`src/sv/signed_int_to_radix_ascii_core_assert.svh`:
```
// Assertion macros for the signed integer to radix text core.
`ifndef SIGNED_INT_TO_RADIX_ASCII_CORE_ASSERT_SVH
`define SIGNED_INT_TO_RADIX_ASCII_CORE_ASSERT_SVH

`ifndef SYNTHESIS
`define SIRAC_ASSERT_NOW(lbl, ante, cons, msg) \
    lbl: assert property (@(posedge clk) disable iff (!rst_n) (ante) |-> (cons)) \
        else $error(msg);
`define SIRAC_ASSERT_NEXT(lbl, ante, cons, msg) \
    lbl: assert property (@(posedge clk) disable iff (!rst_n) (ante) |=> (cons)) \
        else $error(msg);
`else
`define SIRAC_ASSERT_NOW(lbl, ante, cons, msg)
`define SIRAC_ASSERT_NEXT(lbl, ante, cons, msg)
`endif

`endif

```
`src/sv/sirac_pkg.sv`:
```
// Types, constants and the digit encoder for the radix text core.
package sirac_pkg;

    typedef enum logic [2:0] {
        ST_IDLE,
        ST_DIV,
        ST_SIGN,
        ST_READ,
        ST_EMIT
    } sirac_state_t;

    localparam logic [5:0] RADIX_MIN     = 6'd2;
    localparam logic [5:0] RADIX_MAX     = 6'd36;
    localparam logic [5:0] DIGIT_LIMIT   = 6'd9;
    localparam logic [5:0] LETTER_OFFSET = 6'd10;
    localparam logic [7:0] CHAR_ZERO     = 8'h30;
    localparam logic [7:0] CHAR_A        = 8'h61;
    localparam logic [7:0] CHAR_MINUS    = 8'h2d;

    function automatic logic [7:0] digit_char(input logic [5:0] d);
        logic [7:0] c;
        if (d > DIGIT_LIMIT)
        begin
            c = CHAR_A + {2'b00, 6'(d - LETTER_OFFSET)};
        end
        else
        begin
            c = CHAR_ZERO + {2'b00, d};
        end
        return c;
    endfunction

endpackage

```
`src/sv/sirac_in_if.sv`:
```
// Input channel: one signed value and its radix per item.
interface sirac_in_if #(
    parameter int VALUE_BITS = 32
);
    logic                         valid;
    logic                         ready;
    logic signed [VALUE_BITS-1:0] value;
    logic        [5:0]            radix;

    modport source (output valid, output value, output radix, input ready);
    modport sink   (input valid, input value, input radix, output ready);
endinterface

```
`src/sv/sirac_out_if.sv`:
```
// Output channel: one ASCII character per item, with an end-of-number flag.
interface sirac_out_if;
    logic       valid;
    logic       ready;
    logic [7:0] character;
    logic       last;

    modport source (output valid, output character, output last, input ready);
    modport sink   (input valid, input character, input last, output ready);
endinterface

```
`src/sv/signed_int_to_radix_ascii_core.sv`:
```
// Signed integer to radix text converter, one character per output item.
//
// Usage: din takes a signed VALUE_BITS-wide value and a radix (2 to 36, codes
// below 2 act as 2 and codes above 36 act as 36). dout returns the text most
// significant character first: a leading '-' for negative values, digits
// '0'..'9' and 'a'..'z', with last set on the final character.
// A zero value gives the single character '0'.
// The block takes one value at a time; din.ready is high only while it is idle.
// Each digit comes from a shared one-bit restoring divider,
// which produces digits least significant first into a small digit memory.
// After division, a negative value first emits the minus sign; each character
// is then read out as a memory read followed by presenting it on dout.
// A stalled receiver simply holds the current character; nothing is lost.
// Reset returns the block to idle and abandons any value in progress.
module signed_int_to_radix_ascii_core
    import sirac_pkg::*;
#(
    parameter int VALUE_BITS = 32
) (
    input  logic         clk,
    input  logic         rst_n,
    sirac_in_if.sink     din,
    sirac_out_if.source  dout
);

    localparam int AW = $clog2(VALUE_BITS);
    localparam int CW = $clog2(VALUE_BITS + 1);
    localparam logic [AW-1:0] BIT_LAST = AW'(VALUE_BITS - 1);
    localparam logic [CW-1:0] ONE_DIGIT = CW'(1);

    sirac_state_t state_reg, state_next;
    logic [VALUE_BITS-1:0] mag_reg, mag_next;
    logic [5:0] rem_reg, rem_next;
    logic [5:0] radix_reg, radix_next;
    logic neg_reg, neg_next;
    logic [AW-1:0] bit_cnt_reg, bit_cnt_next;
    logic [CW-1:0] ndig_reg, ndig_next;
    logic [5:0] rd_data_reg;

    logic [5:0] digit_mem [VALUE_BITS];

    logic [VALUE_BITS-1:0] in_raw;
    logic [VALUE_BITS-1:0] in_mag;
    logic [5:0] in_radix;
    logic [6:0] rem_shift;
    logic div_ge;
    logic [5:0] div_rem;
    logic [VALUE_BITS-1:0] div_mag;
    logic mem_we;
    logic [CW-1:0] ndig_m1;
    logic [AW-1:0] wr_addr;
    logic [AW-1:0] rd_addr;

    // Input conditioning: magnitude as unsigned, radix clamped into range.
    always_comb
    begin
        in_raw = din.value;
        in_mag = in_raw[VALUE_BITS-1] ? (~in_raw + 1'b1) : in_raw;
        if (din.radix < RADIX_MIN)
        begin
            in_radix = RADIX_MIN;
        end
        else if (din.radix > RADIX_MAX)
        begin
            in_radix = RADIX_MAX;
        end
        else
        begin
            in_radix = din.radix;
        end
    end

    // One restoring division step; quotient bits shift into the magnitude.
    always_comb
    begin
        rem_shift = {rem_reg, mag_reg[VALUE_BITS-1]};
        div_ge    = rem_shift >= {1'b0, radix_reg};
        div_rem   = div_ge ? 6'(rem_shift - {1'b0, radix_reg}) : rem_shift[5:0];
        div_mag   = {mag_reg[VALUE_BITS-2:0], div_ge};
    end

    assign ndig_m1 = ndig_reg - ONE_DIGIT;
    assign wr_addr = ndig_reg[AW-1:0];
    assign rd_addr = ndig_m1[AW-1:0];

    // Next state and datapath.
    always_comb
    begin
        state_next   = state_reg;
        mag_next     = mag_reg;
        rem_next     = rem_reg;
        radix_next   = radix_reg;
        neg_next     = neg_reg;
        bit_cnt_next = bit_cnt_reg;
        ndig_next    = ndig_reg;
        mem_we       = 1'b0;
        case (state_reg)
            ST_IDLE:
            begin
                if (din.valid)
                begin
                    mag_next     = in_mag;
                    neg_next     = in_raw[VALUE_BITS-1];
                    radix_next   = in_radix;
                    rem_next     = '0;
                    bit_cnt_next = '0;
                    ndig_next    = '0;
                    state_next   = ST_DIV;
                end
            end
            ST_DIV:
            begin
                mag_next     = div_mag;
                rem_next     = div_rem;
                bit_cnt_next = bit_cnt_reg + 1'b1;
                if (bit_cnt_reg == BIT_LAST)
                begin
                    // Digit complete: the remainder is stored, the quotient goes on.
                    mem_we       = 1'b1;
                    ndig_next    = ndig_reg + ONE_DIGIT;
                    rem_next     = '0;
                    bit_cnt_next = '0;
                    if (div_mag == '0)
                    begin
                        state_next = neg_reg ? ST_SIGN : ST_READ;
                    end
                end
            end
            ST_SIGN:
            begin
                if (dout.ready)
                begin
                    state_next = ST_READ;
                end
            end
            ST_READ:
            begin
                state_next = ST_EMIT;
            end
            ST_EMIT:
            begin
                if (dout.ready)
                begin
                    ndig_next  = ndig_m1;
                    state_next = (ndig_reg == ONE_DIGIT) ? ST_IDLE : ST_READ;
                end
            end
            default:
            begin
                state_next = ST_IDLE;
            end
        endcase
    end

    // Handshake outputs.
    always_comb
    begin
        din.ready      = 1'b0;
        dout.valid     = 1'b0;
        dout.character = digit_char(rd_data_reg);
        dout.last      = 1'b0;
        case (state_reg)
            ST_IDLE:
            begin
                din.ready = 1'b1;
            end
            ST_SIGN:
            begin
                dout.valid     = 1'b1;
                dout.character = CHAR_MINUS;
            end
            ST_EMIT:
            begin
                dout.valid = 1'b1;
                dout.last  = (ndig_reg == ONE_DIGIT);
            end
            default:
            begin
                din.ready = 1'b0;
            end
        endcase
    end

    always_ff @(posedge clk or negedge rst_n)
    begin
        if (!rst_n)
        begin
            state_reg   <= ST_IDLE;
            bit_cnt_reg <= '0;
            ndig_reg    <= '0;
            neg_reg     <= 1'b0;
        end
        else
        begin
            state_reg   <= state_next;
            bit_cnt_reg <= bit_cnt_next;
            ndig_reg    <= ndig_next;
            neg_reg     <= neg_next;
        end
    end

    always_ff @(posedge clk)
    begin
        mag_reg   <= mag_next;
        rem_reg   <= rem_next;
        radix_reg <= radix_next;
    end

    // Digit memory: written as digits are found, read back in reverse order.
    always_ff @(posedge clk)
    begin
        if (mem_we)
        begin
            digit_mem[wr_addr] <= div_rem;
        end
        rd_data_reg <= digit_mem[rd_addr];
    end

`include "signed_int_to_radix_ascii_core_assert.svh"

    `SIRAC_ASSERT_NOW(a_busy_when_emitting, dout.valid, !din.ready, "output while accepting input")
    `SIRAC_ASSERT_NOW(a_rem_below_radix, state_reg == ST_DIV, rem_reg < radix_reg, "remainder not below radix")
    `SIRAC_ASSERT_NOW(a_digits_in_range, state_reg == ST_EMIT, (ndig_reg != '0) && (ndig_reg <= CW'(VALUE_BITS)), "digit count out of range")
    `SIRAC_ASSERT_NEXT(a_idle_after_last, dout.valid && dout.ready && dout.last, din.ready, "not idle after last character")

endmodule
```
`src/flat_wrapper.sv`:
```
// flat-port wrapper written by rule: the top's interface ports become plain ports
module signed_int_to_radix_ascii_core_flat import sirac_pkg::*;
#(
    parameter int VALUE_BITS = 32
)
  (clk, rst_n, din_valid, din_value, din_radix, din_ready, dout_valid, dout_character, dout_last, dout_ready);
  sirac_in_if #(.VALUE_BITS(VALUE_BITS)) din_i ();
  sirac_out_if dout_i ();
  input  logic clk;
  input  logic rst_n;
  input wire logic [$bits(din_i.valid)-1:0] din_valid;
  input wire logic [$bits(din_i.value)-1:0] din_value;
  input wire logic [$bits(din_i.radix)-1:0] din_radix;
  output wire logic [$bits(din_i.ready)-1:0] din_ready;
  output wire logic [$bits(dout_i.valid)-1:0] dout_valid;
  output wire logic [$bits(dout_i.character)-1:0] dout_character;
  output wire logic [$bits(dout_i.last)-1:0] dout_last;
  input wire logic [$bits(dout_i.ready)-1:0] dout_ready;
  assign din_i.valid = din_valid;
  assign din_i.value = din_value;
  assign din_i.radix = din_radix;
  assign din_ready = din_i.ready;
  assign dout_valid = dout_i.valid;
  assign dout_character = dout_i.character;
  assign dout_last = dout_i.last;
  assign dout_i.ready = dout_ready;
  signed_int_to_radix_ascii_core #(.VALUE_BITS(VALUE_BITS)) u_core (.clk(clk), .rst_n(rst_n), .din(din_i), .dout(dout_i));
endmodule
```
`config.mk`:
```
export PLATFORM = sky130hd
export DESIGN_NAME = signed_int_to_radix_ascii_core_flat
export DESIGN_NICKNAME = d
export VERILOG_FILES = /design/src/sv/sirac_pkg.sv /design/src/sv/sirac_in_if.sv /design/src/sv/sirac_out_if.sv /design/src/sv/signed_int_to_radix_ascii_core.sv /design/src/flat_wrapper.sv
export VERILOG_INCLUDE_DIRS = /design/src /design/src/sv
export SDC_FILE = /design/constraint.sdc
export NUM_CORES = 1
export LEC_CHECK = 0
export BUFFER_PORTS_ARGS = -buffer_cell sky130_fd_sc_hd__clkbuf_2
export CORE_MARGIN = 3
export CORE_UTILIZATION = 35
export CTS_CLUSTER_DIAMETER = 120
export CTS_CLUSTER_SIZE = 20
export DETAILED_ROUTE_END_ITERATION = 6
export PLACE_DENSITY = 0.53
export RECOVER_POWER = 100
export SETUP_SLACK_MARGIN = 0.3
export SKIP_LAST_GASP = 1
export SLEW_MARGIN = 5
export SYNTH_ARGS = -nofsm -noshare
export SYNTH_HDL_FRONTEND = slang
export SYNTH_SLANG_ARGS = --single-unit
```
`constraint.sdc`:
```
create_clock -name clk -period 4.8 [get_ports clk]
set_clock_uncertainty 0.1 [all_clocks]
set_input_delay 0 -clock clk [delete_from_list [all_inputs] [get_ports clk]]
set_output_delay 0 -clock clk [all_outputs]
set_load 0.02 [all_outputs]
```
==> results.sh <==
export IMPL_status="finished with violations"
export IMPL_violations="capacitance limit, slew limit"
export IMPL_largest_register_ff_count=192
export IMPL_rsz0062_at_grt="no"
export IMPL_path_class="flop to flop"
export IMPL_drive_gt1_frac=0.145
export IMPL_synthFlopType="edfxtp_1"
export IMPL_sequentialPowerShare=0.431
export IMPL_clk_pin_slew_worst_paths_ns=0.10
export IMPL_fin_nets=967
export IMPL_synthArstFlopShare=0.0584
export IMPL_synthTopCellsByCount="edfxtp_1, nor2_1, nand2_1"
export IMPL_cts_sinks=257
export IMPL_max_cap_violations=1
export IMPL_regArea_um2=7580
export IMPL_die_w_um=191
export IMPL_numCtsBuffers=16
export IMPL_whs_path_depth=2
export IMPL_ys_warn_count=0
export IMPL_period_minus_slack_ns=3.69
export IMPL_cp_data_arrival_time_ns=3.96
export IMPL_diodes=0
export IMPL_rows=66
export IMPL_clk_insertion_delay_late_ns=0.49
export IMPL_cp_start_kind="flop"
export IMPL_syn2layout_area_growth_pct=13.4
export IMPL_path_cells="clkbuf_2 > nor3_1 > o21ai_0 > a22o_1 > nor2_1"
export IMPL_worstHoldStart="din_value[31]"
export IMPL_yosysMostFrequentCell="edfxtp_1"
export IMPL_synth_area_leaders="edfxtp_1, mux4_2, dfrtp_1, nor2_1, xor2_1"
export IMPL_synth_edff_count=236
export IMPL_h_tree_depth=1
export IMPL_crit_required_ns=5.08
export IMPL_p_int_uw=5240
export IMPL_gp_congestion=0.776
export IMPL_cts_root_buf="clkbuf_16"
export IMPL_track_usage=0.140
export IMPL_die_area_um2=36300
export IMPL_rr_worst_depth=5
export IMPL_holdWs_ns=0.187
export IMPL_tns_ns=0
export IMPL_ys_seq_elements=257
export IMPL_swShare=0.347
export IMPL_worst_pin_slew_ns=1.78
export IMPL_drc=0
export IMPL_grt_start_max_net_pins=54
export IMPL_slew_violations=47
export IMPL_crit_buf_inv=1
export IMPL_synth_top_area_cell="edfxtp_1"
export IMPL_grt_overflow=0
export IMPL_grt_first_pass_wirelength_um=40100
export IMPL_fmax_ghz=0.271
export IMPL_cpMaxStageDelayCell="clkbuf_2"
export IMPL_r2r_setup_slack_ns=1.11
export IMPL_syn_nets=883
export IMPL_power_density_nw_per_um2=594
export IMPL_synth_top_area_frac=0.595
export IMPL_place_hpwl_um=16500
export IMPL_worstReg2RegEnd="u_core.rd_data_reg[2]$_DFF_P_"
export IMPL_core_area_um2=33000
export IMPL_antenna_found_initial=0
export IMPL_post_drt_wl_per_cell_um=18.5
export IMPL_syn_inst=821
export IMPL_worstSetupEndpointType="flop"
export IMPL_viasPerCell=5.08
export IMPL_fillers=3092
export IMPL_die_h_um=191
export IMPL_r2r_start="u_core.ndig_reg[0]$_DFFE_PN0P_"
export IMPL_drtIter0Drc=442
export IMPL_multiInputGateArea_um2=4050
export IMPL_netlist_area_um2=11900
export IMPL_start_util=0.361
export IMPL_final_hold_viol_count=0
export IMPL_p_clk_frac=0.170
export IMPL_path_max_fanout=46
export IMPL_grt_pass1_vias=7011
export IMPL_max_slew_margin=-0.187
export IMPL_setup_viol=0
export IMPL_syn_area_per_cell_um2=14.5
export IMPL_hp_class="input port to flop"
export IMPL_vias=6900
export IMPL_drt_first_pass_iters=5
export IMPL_crit_family="buffers and inverters"
export IMPL_io_pins=53
export IMPL_max_stage_delay_ns=1.39
export IMPL_port_buffers=52
export IMPL_p_leak_uw=0.00454
export IMPL_worst_hold_path_endpoint="u_core.neg_reg$_DFFE_PN0P_"
export IMPL_worst_ir_drop_vdd_mv=0.295
export IMPL_ant_nets=0
export IMPL_synth_distinct_cells=68
export IMPL_yosysSeqAreaShare=0.636
export IMPL_p_comb_frac=0.399
export IMPL_drt_total_wl_um=25100
export IMPL_fin_crit_sh=0.769
export IMPL_clockBufferDepth=3
export IMPL_power_switching_uw=2790
export IMPL_cts_tree="done"
[how the worst max path moves through the flow]
stage / startpoint / to / slack, ns / cells past startpoint
6_report: u_core.ndig_reg[0]$_DFFE_PN0P_ / u_core.rd_data_reg[2]$_DFF_P_ / 1.11 / 5
4_1_cts: u_core.rem_reg[3]$_SDFFCE_PP0P_ / u_core.digit_mem[8][0]$_DFFE_PP_ / 1.37 / 6
3_5_place_dp: u_core.rem_reg[3]$_SDFFCE_PP0P_ / u_core.digit_mem[25][0]$_DFFE_PP_ / 1.40 / 6
3_3_place_gp: u_core.rem_reg[3]$_SDFFCE_PP0P_ / u_core.digit_mem[25][0]$_DFFE_PP_ / 1.50 / 6
2_1_floorplan: u_core.rem_reg[3]$_SDFFCE_PP0P_ / u_core.digit_mem[0][5]$_DFFE_PP_ / 1.24 / 7
5_1_grt: u_core.ndig_reg[0]$_DFFE_PN0P_ / u_core.rd_data_reg[2]$_DFF_P_ / 0.59 / 6
[worst register-to-register path: stages (launching register included)]
cell and delay [ns]:
dfrtp_1 0.67, clkbuf_2 1.39, nor3_1 0.27, o21ai_0 0.78, a22o_1 0.31, nor2_1 0.06
[cells in the final DEF (no fill, tap or decap), types with 3 or more instances in the layout]
master / count
nor2b_1: 13
a31oi_1: 3
edfxtp_1: 236
or3_1: 11
o31ai_1: 9
buf_4: 6
ha_1: 18
inv_1: 24
nand2_1: 50
mux2_2: 15
dfrtp_1: 15
mux2_1: 4
and3_1: 3
clkbuf_1: 25
nand2b_1: 7
clkbuf_16: 17
nor3b_1: 6
clkbuf_2: 39
o21ai_0: 42
o41ai_1: 9
nor2_1: 68
nand3_1: 10
nand3b_1: 7
a41oi_1: 3
mux2i_1: 17
nor4_1: 12
a22o_1: 7
a21boi_0: 4
nor3_1: 13
dfxtp_1: 6
xnor2_1: 11
mux4_2: 48
o22ai_1: 8
a21oi_1: 25
nand4_1: 5
xor2_1: 28
dlygate4sd3_1: 48
[layout make-up]
type / count / share of cell area
Timing Repair Buffer: 108 / 0.0575
Clock buffer: 27 / 0.0342
Inverter: 24 / 0.00666
Multi-Input combinational cell: 498 / 0.299
Tap cell: 442 / 0.0409
Sequential cell: 257 / 0.561
Clock inverter: 1 / 0.000370
[power by group through the flow]
stage	Clock, µW	Combinational, µW	Sequential (µW)
global route	1500	3570	3500
detailed placement	0	3260	3500
floorplan	0	2340	3400
global placement	0	3230	3500
finish	1370	3200	3460
CTS	1410	3300	3450
[layer usage]
| metal | track usage | vias up | wire (µm) |
|---|---|---|---|
| li1 | - | 3339 | - |
| met1 | 0.200 | 3402 | 11800 |
| met2 | 0.232 | 136 | 11900 |
| met3 | 0.0182 | 23 | 932 |
| met4 | 0.0288 | 0 | 390 |
| met5 | 0 | - | 0 |
[what timing repair did]
action,in CTS,in global routing
hold buffers,48,0
resized for setup,0,0
hold endpoints to repair,56,0
setup buffers,0,0
[logic make-up (layout without fill, tap and decap cells)]
family                     Yosys count  after routing  share of synthesized area
DFF                                257            257                      0.636
xor gates and xnor gates            40             40                     0.0294
buffers and inverters               66            160                     0.0221
adders and majority gates           21             21                     0.0225
and+or+nand+nor                    220            220                     0.0916
muxes                               84             84                      0.123
AOI/OAI and AO/OA                  133            133                     0.0753
[metrics by stage]
step	instance area (µm²)	total power (µW)	cells	utilization	setup WS, ns
2_1_floorplan	11900	5730	821	-	1.24
3_3_place_gp	12600	6740	1281	0.383	1.50
3_5_place_dp	12600	6760	1281	0.383	1.40
4_1_cts	13600	8170	1357	0.411	1.37
5_1_grt	13500	8570	1357	0.409	0.587
6_report	13500	8030	1357	0.409	1.11
Power figures use the tool's default switching activity.
